`src/rtl/iopr_pkg.sv`:
```
package iopr_pkg;

    localparam int RANGE_ENTRIES_DEF = 8;

    localparam int PORT_W   = 16;
    localparam int LAST_W   = PORT_W + 1;
    localparam int IDX_W    = 3;
    localparam int SIZE_W   = 2;
    localparam int DIR_W    = 2;
    localparam int STATUS_W = 2;
    localparam int COUNT_W  = 4;
    localparam int CFG_IDX_W  = 1;
    localparam int CFG_DATA_W = 4;

    // status codes
    localparam logic [STATUS_W-1:0] ST_OK            = 2'd0;
    localparam logic [STATUS_W-1:0] ST_BAD_REQUEST   = 2'd1;
    localparam logic [STATUS_W-1:0] ST_NOT_PERMITTED = 2'd2;
    localparam logic [STATUS_W-1:0] ST_UNALIGNED     = 2'd3;

    // item kinds
    localparam logic KIND_LOAD  = 1'b0;
    localparam logic KIND_CHECK = 1'b1;

    // access sizes
    localparam logic [SIZE_W-1:0] SIZE_BYTE = 2'd0;
    localparam logic [SIZE_W-1:0] SIZE_WORD = 2'd1;
    localparam logic [SIZE_W-1:0] SIZE_LONG = 2'd2;
    localparam logic [SIZE_W-1:0] SIZE_BAD  = 2'd3;

    // directions
    localparam logic [DIR_W-1:0] DIR_IN  = 2'd0;
    localparam logic [DIR_W-1:0] DIR_OUT = 2'd1;

    // configuration register indexes
    localparam logic [CFG_IDX_W-1:0] CFG_CHECK_ENABLE = 1'd0;
    localparam logic [CFG_IDX_W-1:0] CFG_RANGE_COUNT  = 1'd1;

    // transaction token walking the cell chain
    typedef struct packed {
        logic              valid;
        logic              search;     // range search required
        logic              bad;        // bad request
        logic              misaligned;
        logic              found;
        logic [IDX_W-1:0]  match;
        logic [PORT_W-1:0] port;
        logic [LAST_W-1:0] last;       // last port touched, no wrap
    } t_tok;

endpackage

```
`src/rtl/iopr_cell.sv`:
```
module iopr_cell
    import iopr_pkg::*;
#(
    parameter int CELL_IDX = 0
) (
    input  logic               i_clk,
    input  logic               i_rst_n,
    input  logic               i_en,
    input  logic               i_wr_en,
    input  logic [IDX_W-1:0]   i_wr_index,
    input  logic [PORT_W-1:0]  i_wr_base,
    input  logic [PORT_W-1:0]  i_wr_limit,
    input  logic [COUNT_W-1:0] i_count,
    input  t_tok               i_tok,
    output t_tok               o_tok
);

    logic [PORT_W-1:0] r_base;
    logic [PORT_W-1:0] r_limit;
    t_tok              r_tok;
    t_tok              n_tok;
    logic              in_use;
    logic              hit;

    // entry storage, undefined until loaded
    always_ff @(posedge i_clk) begin
        if (i_wr_en && (int'(i_wr_index) == CELL_IDX)) begin
            r_base  <= i_wr_base;
            r_limit <= i_wr_limit;
        end
    end

    assign in_use = CELL_IDX < int'(i_count);
    assign hit    = in_use && (i_tok.port >= r_base) && (i_tok.last <= {1'b0, r_limit});

    always_comb begin
        n_tok = i_tok;
        if (i_tok.valid && i_tok.search && !i_tok.found && hit) begin
            n_tok.found = 1'b1;
            n_tok.match = IDX_W'(CELL_IDX);
        end
    end

    always_ff @(posedge i_clk) begin
        if (!i_rst_n) begin
            r_tok.valid <= 1'b0;
        end else if (i_en) begin
            r_tok <= n_tok;
        end
    end

    assign o_tok = r_tok;

endmodule

```
`src/rtl/io_port_range_permission_check.sv`:
```
// Result: a token passes every cell register, then enters the output register.
// Flow: one transaction at a time; a token walks the cell chain one cell per cycle
//   while the chain is not held, and the next enters once it has left the last cell.
// Reset (synchronous, active low): clears configuration, busy, token valid bits and
//   output valid. Range entries are not cleared and are undefined until loaded.
module io_port_range_permission_check
    import iopr_pkg::*;
#(
    parameter int RANGE_ENTRIES = RANGE_ENTRIES_DEF
) (
    input  logic                  i_clk,
    input  logic                  i_rst_n,
    // configuration
    input  logic                  i_cfg_we,
    input  logic [CFG_IDX_W-1:0]  i_cfg_index,
    input  logic [CFG_DATA_W-1:0] i_cfg_data,
    // input channel
    input  logic                  i_in_valid,
    output logic                  o_in_stall,
    input  logic                  i_kind,
    input  logic [IDX_W-1:0]      i_entry_index,
    input  logic [PORT_W-1:0]     i_new_base,
    input  logic [PORT_W-1:0]     i_new_limit,
    input  logic [PORT_W-1:0]     i_port_address,
    input  logic [SIZE_W-1:0]     i_access_size,
    input  logic [DIR_W-1:0]      i_direction,
    // output channel
    output logic                  o_out_valid,
    input  logic                  i_out_stall,
    output logic [STATUS_W-1:0]   o_status,
    output logic [IDX_W-1:0]      o_matched_index
);

    // configuration registers
    logic               r_check_enable;
    logic [COUNT_W-1:0] r_range_count;

    // control
    logic               r_busy;       // a transaction is inside the chain
    logic               accept;
    logic               chain_en;
    logic               tail_xfer;

    // output register
    logic                r_out_valid;
    logic [STATUS_W-1:0] r_status;
    logic [IDX_W-1:0]    r_match;
    logic [STATUS_W-1:0] n_status;
    logic [IDX_W-1:0]    n_match;

    // token chain: tok[0] enters cell 0, tok[RANGE_ENTRIES] leaves the last cell
    t_tok               tok [RANGE_ENTRIES+1];
    t_tok               tail;
    logic [LAST_W-1:0]  last_port;
    logic               bad_req;

    always_ff @(posedge i_clk) begin
        if (!i_rst_n) begin
            r_check_enable <= 1'b0;
            r_range_count  <= '0;
        end else if (i_cfg_we) begin
            case (i_cfg_index)
                CFG_CHECK_ENABLE: r_check_enable <= i_cfg_data[0];
                CFG_RANGE_COUNT:  r_range_count  <= i_cfg_data[COUNT_W-1:0];
                default: ;
            endcase
        end
    end

    // One transaction at a time through the chain. The output register
    // keeps the input side free while a result waits on a stalled sink.
    assign o_in_stall = r_busy;
    assign accept     = i_in_valid && !r_busy;

    // Chain holds only when a finished token cannot move into the output register.
    assign tail      = tok[RANGE_ENTRIES];
    assign chain_en  = !(tail.valid && r_out_valid && i_out_stall);
    assign tail_xfer = tail.valid && chain_en;

    // Request decode at entry: validity, last port and alignment.
    assign bad_req = (i_direction != DIR_IN && i_direction != DIR_OUT) ||
                     (i_access_size == SIZE_BAD);

    always_comb begin
        case (i_access_size)
            SIZE_WORD: last_port = {1'b0, i_port_address} + LAST_W'(1);
            SIZE_LONG: last_port = {1'b0, i_port_address} + LAST_W'(3);
            default:   last_port = {1'b0, i_port_address};
        endcase
    end

    always_comb begin
        tok[0].valid      = accept;
        tok[0].bad        = (i_kind == KIND_CHECK) && bad_req;
        tok[0].search     = (i_kind == KIND_CHECK) && !bad_req && r_check_enable;
        tok[0].misaligned = (i_kind == KIND_CHECK) &&
                            (((i_access_size == SIZE_WORD) && i_port_address[0]) ||
                             ((i_access_size == SIZE_LONG) && (i_port_address[1:0] != 2'd0)));
        tok[0].found      = 1'b0;
        tok[0].match      = '0;
        tok[0].port       = i_port_address;
        tok[0].last       = last_port;
    end

    // Chain of range cells. A load is broadcast and taken by the addressed
    // cell at accept; its token rides the chain with nothing to search.
    for (genvar g = 0; g < RANGE_ENTRIES; g++) begin : g_cell
        iopr_cell #(
            .CELL_IDX (g)
        ) u_cell (
            .i_clk      (i_clk),
            .i_rst_n    (i_rst_n),
            .i_en       (chain_en),
            .i_wr_en    (accept && (i_kind == KIND_LOAD)),
            .i_wr_index (i_entry_index),
            .i_wr_base  (i_new_base),
            .i_wr_limit (i_new_limit),
            .i_count    (r_range_count),
            .i_tok      (tok[g]),
            .o_tok      (tok[g+1])
        );
    end

    // Final status: bad request, then range miss, then alignment.
    always_comb begin
        n_status = ST_OK;
        n_match  = '0;
        if (tail.bad) begin
            n_status = ST_BAD_REQUEST;
        end else if (tail.search && !tail.found) begin
            n_status = ST_NOT_PERMITTED;
        end else if (tail.misaligned) begin
            n_status = ST_UNALIGNED;
        end else if (tail.search) begin
            n_match = tail.match;
        end
    end

    always_ff @(posedge i_clk) begin
        if (!i_rst_n) begin
            r_busy      <= 1'b0;
            r_out_valid <= 1'b0;
        end else begin
            if (accept) begin
                r_busy <= 1'b1;
            end else if (tail_xfer) begin
                r_busy <= 1'b0;
            end
            if (tail_xfer) begin
                r_out_valid <= 1'b1;
            end else if (!i_out_stall) begin
                r_out_valid <= 1'b0;
            end
        end
    end

    always_ff @(posedge i_clk) begin
        if (tail_xfer) begin
            r_status <= n_status;
            r_match  <= n_match;
        end
    end

    assign o_out_valid     = r_out_valid;
    assign o_status        = r_status;
    assign o_matched_index = r_match;

`ifndef SYNTHESIS
    a_idle_chain_empty: assert property (@(posedge i_clk) disable iff (!i_rst_n)
        !r_busy |-> !tail.valid)
        else $error("token in chain while idle");

    a_accept_busy: assert property (@(posedge i_clk) disable iff (!i_rst_n)
        accept |=> r_busy)
        else $error("accept did not mark busy");

    a_tail_to_out: assert property (@(posedge i_clk) disable iff (!i_rst_n)
        tail_xfer |=> (r_out_valid && !r_busy))
        else $error("finished token lost on its way out");

    a_match_zero: assert property (@(posedge i_clk) disable iff (!i_rst_n)
        (r_out_valid && (r_status != ST_OK)) |-> (r_match == '0))
        else $error("matched index set on a failing status");
`endif

endmodule
```
`config.mk`:
```
export PLATFORM = sky130hd
export DESIGN_NAME = io_port_range_permission_check
export DESIGN_NICKNAME = d
export VERILOG_FILES = /design/src/rtl/iopr_pkg.sv /design/src/rtl/iopr_cell.sv /design/src/rtl/io_port_range_permission_check.sv
export SDC_FILE = /design/constraint.sdc
export NUM_CORES = 1
export LEC_CHECK = 0
export BUFFER_PORTS_ARGS = -buffer_cell sky130_fd_sc_hd__buf_4
export CAP_MARGIN = 20
export CELL_PAD_IN_SITES_DETAIL_PLACEMENT = 0
export CELL_PAD_IN_SITES_GLOBAL_PLACEMENT = 1
export CORE_ASPECT_RATIO = 1.1
export CORE_UTILIZATION = 45
export DETAILED_ROUTE_END_ITERATION = 10
export PLACE_DENSITY = 0.77
export SLEW_MARGIN = 10
export SYNTH_ARGS = -nofsm -noshare
export SYNTH_HDL_FRONTEND = slang
export SYNTH_SLANG_ARGS = --single-unit
```
`constraint.sdc`:
```
create_clock -name i_clk -period 12.34 [get_ports i_clk]
set_input_delay 0.617 -clock i_clk [delete_from_list [all_inputs] [get_ports i_clk]]
set_output_delay 0.617 -clock i_clk [all_outputs]
set_load 0.02 [all_outputs]
```
# Word-level counts from Yosys, hierarchy flattened
# Cells that the tools add are included.
[totals]
out_inout_bits = 7
register_bits = 563
input_bits = 66
[classes]
n_reduce_logical = 81
eq_ne = 12
order_cmp = 24
n_bitwise = 4
addsub = 2
mux = 8
[op_table]
columns = ["op", "n"]
rows = [
  ["<= comparator 17 x 16 -> 1 bit", 8],
  [">= comparator 16 bit", 8],
  ["logical AND 1 bit", 60],
  ["case mux 17 bit (2 select lines)", 1],
  ["adder 16 x 1 -> 17 bit, second input constant", 1],
  ["adder 16 x 2 -> 17 bit, second input constant", 1],
  ["< comparator 3 x 4 -> 1 bit, first input constant", 4],
  ["== test 3 bit, second input constant", 4],
  ["logical NOT 1 bit", 11],
  ["< comparator 1 x 4 -> 1 bit, first input constant", 2],
  ["< comparator 2 x 4 -> 1 bit, first input constant", 2],
  ["== test 3 x 2 -> 1 bit, second input constant", 2],
  ["AND reduction 2 bit", 3],
  ["nonzero test 2 bit", 3],
  ["== test 2 bit, second input constant", 2],
  ["two-way mux 1 bit", 4],
  ["two-way mux 2 bit", 2],
  ["two-way mux 4 bit", 1],
  ["inequality test 2 x 1 -> 1 bit, second input constant", 2],
  ["inverter 1 bit", 4],
  ["OR reduction 4 bit", 1],
  ["== test 3 x 1 -> 1 bit, second input constant", 1],
  ["logical NOT 3 bit", 1],
  ["== test 2 x 1 -> 1 bit, second input constant", 1],
  ["logical OR 1 bit", 2],
]

# Logic depth before layout (Yosys ltp)
[logic_depth]
ltp_word = 9
ltp_mapped = 15

# By module
# Synthesis repeated with hierarchy kept, for this count alone.
[unflattened]
hier_cells = 1684
hier_area_um2 = 25622.1
[by_module_without_submodules]
columns = ["mod", "seq_area_each_um2", "area_each_um2", "n_inst", "cells_per_inst"]
rows = [
  ["iopr_cell at g_cell[0].u_cell ...", 2182.1, 3062.9, 2, 192],
  ["iopr_cell at g_cell[4].u_cell", 2182.1, 3128.0, 1, 201],
  ["iopr_cell at g_cell[1].u_cell", 2182.1, 3119.2, 1, 199],
  ["iopr_cell at g_cell[6].u_cell", 2182.1, 3093.0, 1, 198],
  ["iopr_cell at g_cell[5].u_cell", 2182.1, 3084.2, 1, 199],
  ["iopr_cell at g_cell[7].u_cell", 2182.1, 3084.2, 1, 198],
  ["iopr_cell at g_cell[3].u_cell", 2182.1, 3074.2, 1, 198],
  ["io_port_range_permission_check", 290.3, 913.4, 1, 107],
]

# Worst setup path after synthesis
# Ideal clock, no wire load.
[synth_timing]
path_type = "input -> register"
start = "input port i_out_stall"
end = "register g_cell[0].u_cell.r_tok (netlist bit g_cell[0].u_cell.o_tok[0]), enable pin"
arrival_ps = 7185
cell_stages = 2
setup_slack_ps = 4478
t_required_ps = 11663
path_buffers = 0
path_cell_list = "nand3_1 and2_1"
[synth_between]
elab_chain_len = 3
[synth_rtl]
columns = ["element", "line", "text"]
rows = [
  ["from (decl)", "io_port_range_permission_check.sv:29", "input logic i_out_stall,"],
  ["logical AND 1 bit", "io_port_range_permission_check.sv:77", "assign chain_en = !(tail.valid && r_out_valid && i_out_stall);"],
  ["inverter 1 bit (no source line)", "n/a", ""],
  ["AND reduction 2 bit (no source line)", "n/a", ""],
  ["to (signal assigned)", "iopr_cell.sv:48", "r_tok <= n_tok;"],
  ["to (decl)", "iopr_cell.sv:20", "t_tok r_tok;"],
]
# Every way passes these cells.
# A chain may end at the register's enable or synchronous reset.

==> impl_metrics.json <==
{
  "ir_worst_vdd_uv": 133.7,
  "synth.most_common_cell": "sky130_fd_sc_hd__edfxtp_1",
  "setup.worst_path.start_class": "input pin",
  "path_class": "in -> reg",
  "finalHoldViolations": 0,
  "grt_util_all_layers_pct": 16.93,
  "path_max_fanout": 4,
  "drive_gt1_share_pct": 9.333,
  "antenna_found_initial": 2,
  "avgSynthCellArea_um2": 14.84,
  "portBuffers": 71,
  "fin_skew_ns": 0.02788,
  "tritoncts_clock_tree": "yes",
  "grt_pass1_wl_um": 69550,
  "cts_hold_repair.buffers": 0,
  "period_share_pct": 27.40,
  "routed_wl_um": 44870,
  "netlist_instances": 1618,
  "total_via_count_in_the_routed_design": 12770,
  "detail_route.iter0.violations": 651,
  "first_global_vias": 13460,
  "cts.reportedPaths.clkPinSlew_ns": 0.06,
  "globalRouteOverflowTotal": 0,
  "cap_viol_max_count": 0,
  "power-per-cell-area_mw_per_mm2": 146.5,
  "yosys.area.top_type": "sky130_fd_sc_hd__edfxtp_1",
  "fin_hold_ws_ns": 0.2311,
  "async_flop_share_pct": 0,
  "syn-cell-area_mm2": 0.02401,
  "worst_ep_required_time_ns": 12.68,
  "io_pins": 73,
  "r2r_end": "g_cell[3].u_cell.o_tok[34]",
  "signal_arrival_time_at_the_worst_endpoint_ns": 3.72,
  "post_synth_top_flop": "sky130_fd_sc_hd__edfxtp_1",
  "synth_enable_flop_cells": 541,
  "synth_sequential_area_ratio_pct": 68.90,
  "max_freq_ghz": 0.2958,
  "synth_common_cells": "sky130_fd_sc_hd__edfxtp_1 (541), sky130_fd_sc_hd__inv_1 (265), sky130_fd_sc_hd__ha_1 (260)",
  "postSynthNetCount": 1945,
  "worstRegToRegCells": 8,
  "drc": 0,
  "timing.max_slew.rel_slack_pct": 19.03,
  "area_growth_syn_to_layout_pct": 13.88,
  "number_of_cts_inserted_buffers": 56,
  "clock_insertion_delay_worst_skew_ns": 0.61,
  "regToRegSetupSlack_ns": 9.38,
  "post_cts.resized_instances": 0,
  "layout.core_utilization_pct": 51.96,
  "detailedRoute.firstPassIterationCount": 5,
  "gpl.final_weighted_congestion": 0.7975,
  "setup_viol": 0,
  "ctsLongestPathBuffers": 3,
  "postCtsSetupRepairBufs": 0,
  "die_w_um": 222.3,
  "crit_path_start": "i_access_size[0]",
  "cts-htree-levels": 2,
  "route.detailed.vias_per_inst": 5.153,
  "min_period_ns": 3.381,
  "dieHeight_um": 244.3,
  "post-synth-top-area-fraction_pct": 67.65,
  "synth.ff_latch_count": 556,
  "ant_nets": 0,
  "place.detailed.hpwl_um": 31890,
  "rr_startpoint": "g_cell[2].u_cell.o_tok[17]",
  "hold_class": "in -> reg",
  "drv_slew": 0,
  "critPathCapture": "g_cell[0].u_cell.o_tok[36]",
  "run_status": "completed",
  "worstSetupEndpointType": "flop",
  "synth.top_cells.by_area": "sky130_fd_sc_hd__edfxtp_1 (68%), sky130_fd_sc_hd__ha_1 (14%), sky130_fd_sc_hd__inv_1 (4.1%)",
  "die_area_mm2": 0.05429,
  "totalNegativeSetupSlack_ns": 0,
  "std_cell_rows": 88,
  "cts.sink_count": 556,
  "rsz0062_at_grt": "false",
  "grt_start_max_net_pins": 159,
  "fill_cells": 4316,
  "fp.coreArea_mm2": 0.05263,
  "routed_wire_length_per_instance_um": 18.12,
  "synthDistinctLibCells": 59,
  "max_slew.worst_pin.slew_ns": 1.211,
  "clockRootBuffer": "sky130_fd_sc_hd__clkbuf_16",
  "power.leakage_nw": 11.04,
  "yosys_warnings": 0,
  "initial_core_util_pct": 45.63,
  "finish.net_count": 2080
}
-- cells in the final DEF, fill, tap and decap left out, types with 19 or more instances in the layout --
cell                        instances
sky130_fd_sc_hd__nand4_1           31
sky130_fd_sc_hd__inv_1            265
sky130_fd_sc_hd__a21o_1            31
sky130_fd_sc_hd__nor2_1            27
sky130_fd_sc_hd__ha_1             260
sky130_fd_sc_hd__a21oi_1           72
sky130_fd_sc_hd__nand2_1           74
sky130_fd_sc_hd__clkbuf_16         56
sky130_fd_sc_hd__nand2b_1          21
sky130_fd_sc_hd__o21ai_0           36
sky130_fd_sc_hd__buf_4             76
sky130_fd_sc_hd__edfxtp_1         541
sky130_fd_sc_hd__nand3_1           30
sky130_fd_sc_hd__a211oi_1          19
-- layout make-up --
class / count / area (um^2) / share of cell area, %
Clock buffer: 78 / 1524 / 5.573
Inverter: 265 / 994.7 / 3.637
Sequential cell: 556 / 16550 / 60.50
Multi-Input combinational cell: 793 / 6516 / 23.83
Clock inverter: 27 / 216.5 / 0.7915
Tap cell: 675 / 844.6 / 3.088
Antenna cell: 2 / 5.005 / 0.01830
Timing Repair Buffer: 81 / 700.7 / 2.562
-- worst max-delay path, cell delays in order --
cell and delay (ns):
sky130_fd_sc_hd__buf_4 0.09, sky130_fd_sc_hd__inv_1 0.04, sky130_fd_sc_hd__ha_1 0.23, sky130_fd_sc_hd__ha_1 0.28, sky130_fd_sc_hd__a21oi_1 0.07, sky130_fd_sc_hd__nor4bb_1 0.28, sky130_fd_sc_hd__buf_4 0.19, sky130_fd_sc_hd__nor2b_1 0.16
sky130_fd_sc_hd__nand4_1 0.13, sky130_fd_sc_hd__xnor2_1 0.15, sky130_fd_sc_hd__ha_1 0.29, sky130_fd_sc_hd__nand4_1 0.14, sky130_fd_sc_hd__nor3_1 0.34, sky130_fd_sc_hd__o21ai_0 0.14, sky130_fd_sc_hd__a21oi_1 0.24, sky130_fd_sc_hd__o22ai_1 0.17
sky130_fd_sc_hd__o311a_1 0.15
-- layer usage --
layer | vias to the layer above | wire, um | GRT usage [%]
met5 | - | 0 | 0
met4 | 0 | 1610 | 7.618
met3 | 89 | 1626 | 2.367
met2 | 208 | 23830 | 31.62
met1 | 6228 | 17800 | 19.06
li1 | 6240 | - | -
-- registers in the layout, summed over array words and instances (netlist names) --
signal                 cells
r_check_enable             1
o_matched_index            3
g_cell.u_cell.r_base     128
r_range_count              4
o_status                   2
o_out_valid                1
g_cell.u_cell.r_limit    128
g_cell.u_cell.o_tok      288
o_in_stall                 1
-- cells by family after synthesis --
group	share of synthesized area (%)
muxes	0.08857
AOI/OAI and AO/OA	6.560
adders and majority gates	13.63
buffers and inverters	4.205
xor gates and xnor gates	0.5470
DFF	68.90
and+or+nand+nor	6.070
-- report_power, final --
| group | internal, mW | switching [mW] |
|---|---|---|
| Combinational | 0.0794 | 0.124 |
| Sequential | 2.15 | 0.0341 |
| Clock | 0.922 | 0.693 |
-- worst min path at each step --
stage | startpoint | end | depth (start not counted)
3_3_place_gp | g_cell[0].u_cell.o_tok[38] | g_cell[1].u_cell.o_tok[38] | 0
4_1_cts | i_port_address[2] | g_cell[0].u_cell.o_tok[19] | 1
5_1_grt | i_port_address[2] | g_cell[0].u_cell.o_tok[19] | 1
6_report | i_port_address[2] | g_cell[0].u_cell.o_tok[19] | 1
2_1_floorplan | g_cell[0].u_cell.o_tok[37] | g_cell[1].u_cell.o_tok[37] | 0
3_5_place_dp | g_cell[3].u_cell.o_tok[37] | g_cell[4].u_cell.o_tok[37] | 0
-- metrics by stage --
step	instances	setup slack [ns]	power, mW	area, um^2
after CTS	2471	8.908	4.047	27230
final	2477	8.959	4.005	27350
after global placement	2366	8.264	2.420	25490
after floorplan	1618	4.478	2.340	24010
after global routing	2477	8.761	4.142	27350
after detailed placement	2366	8.262	2.432	25490
Power figures use the tool's default switching activity.
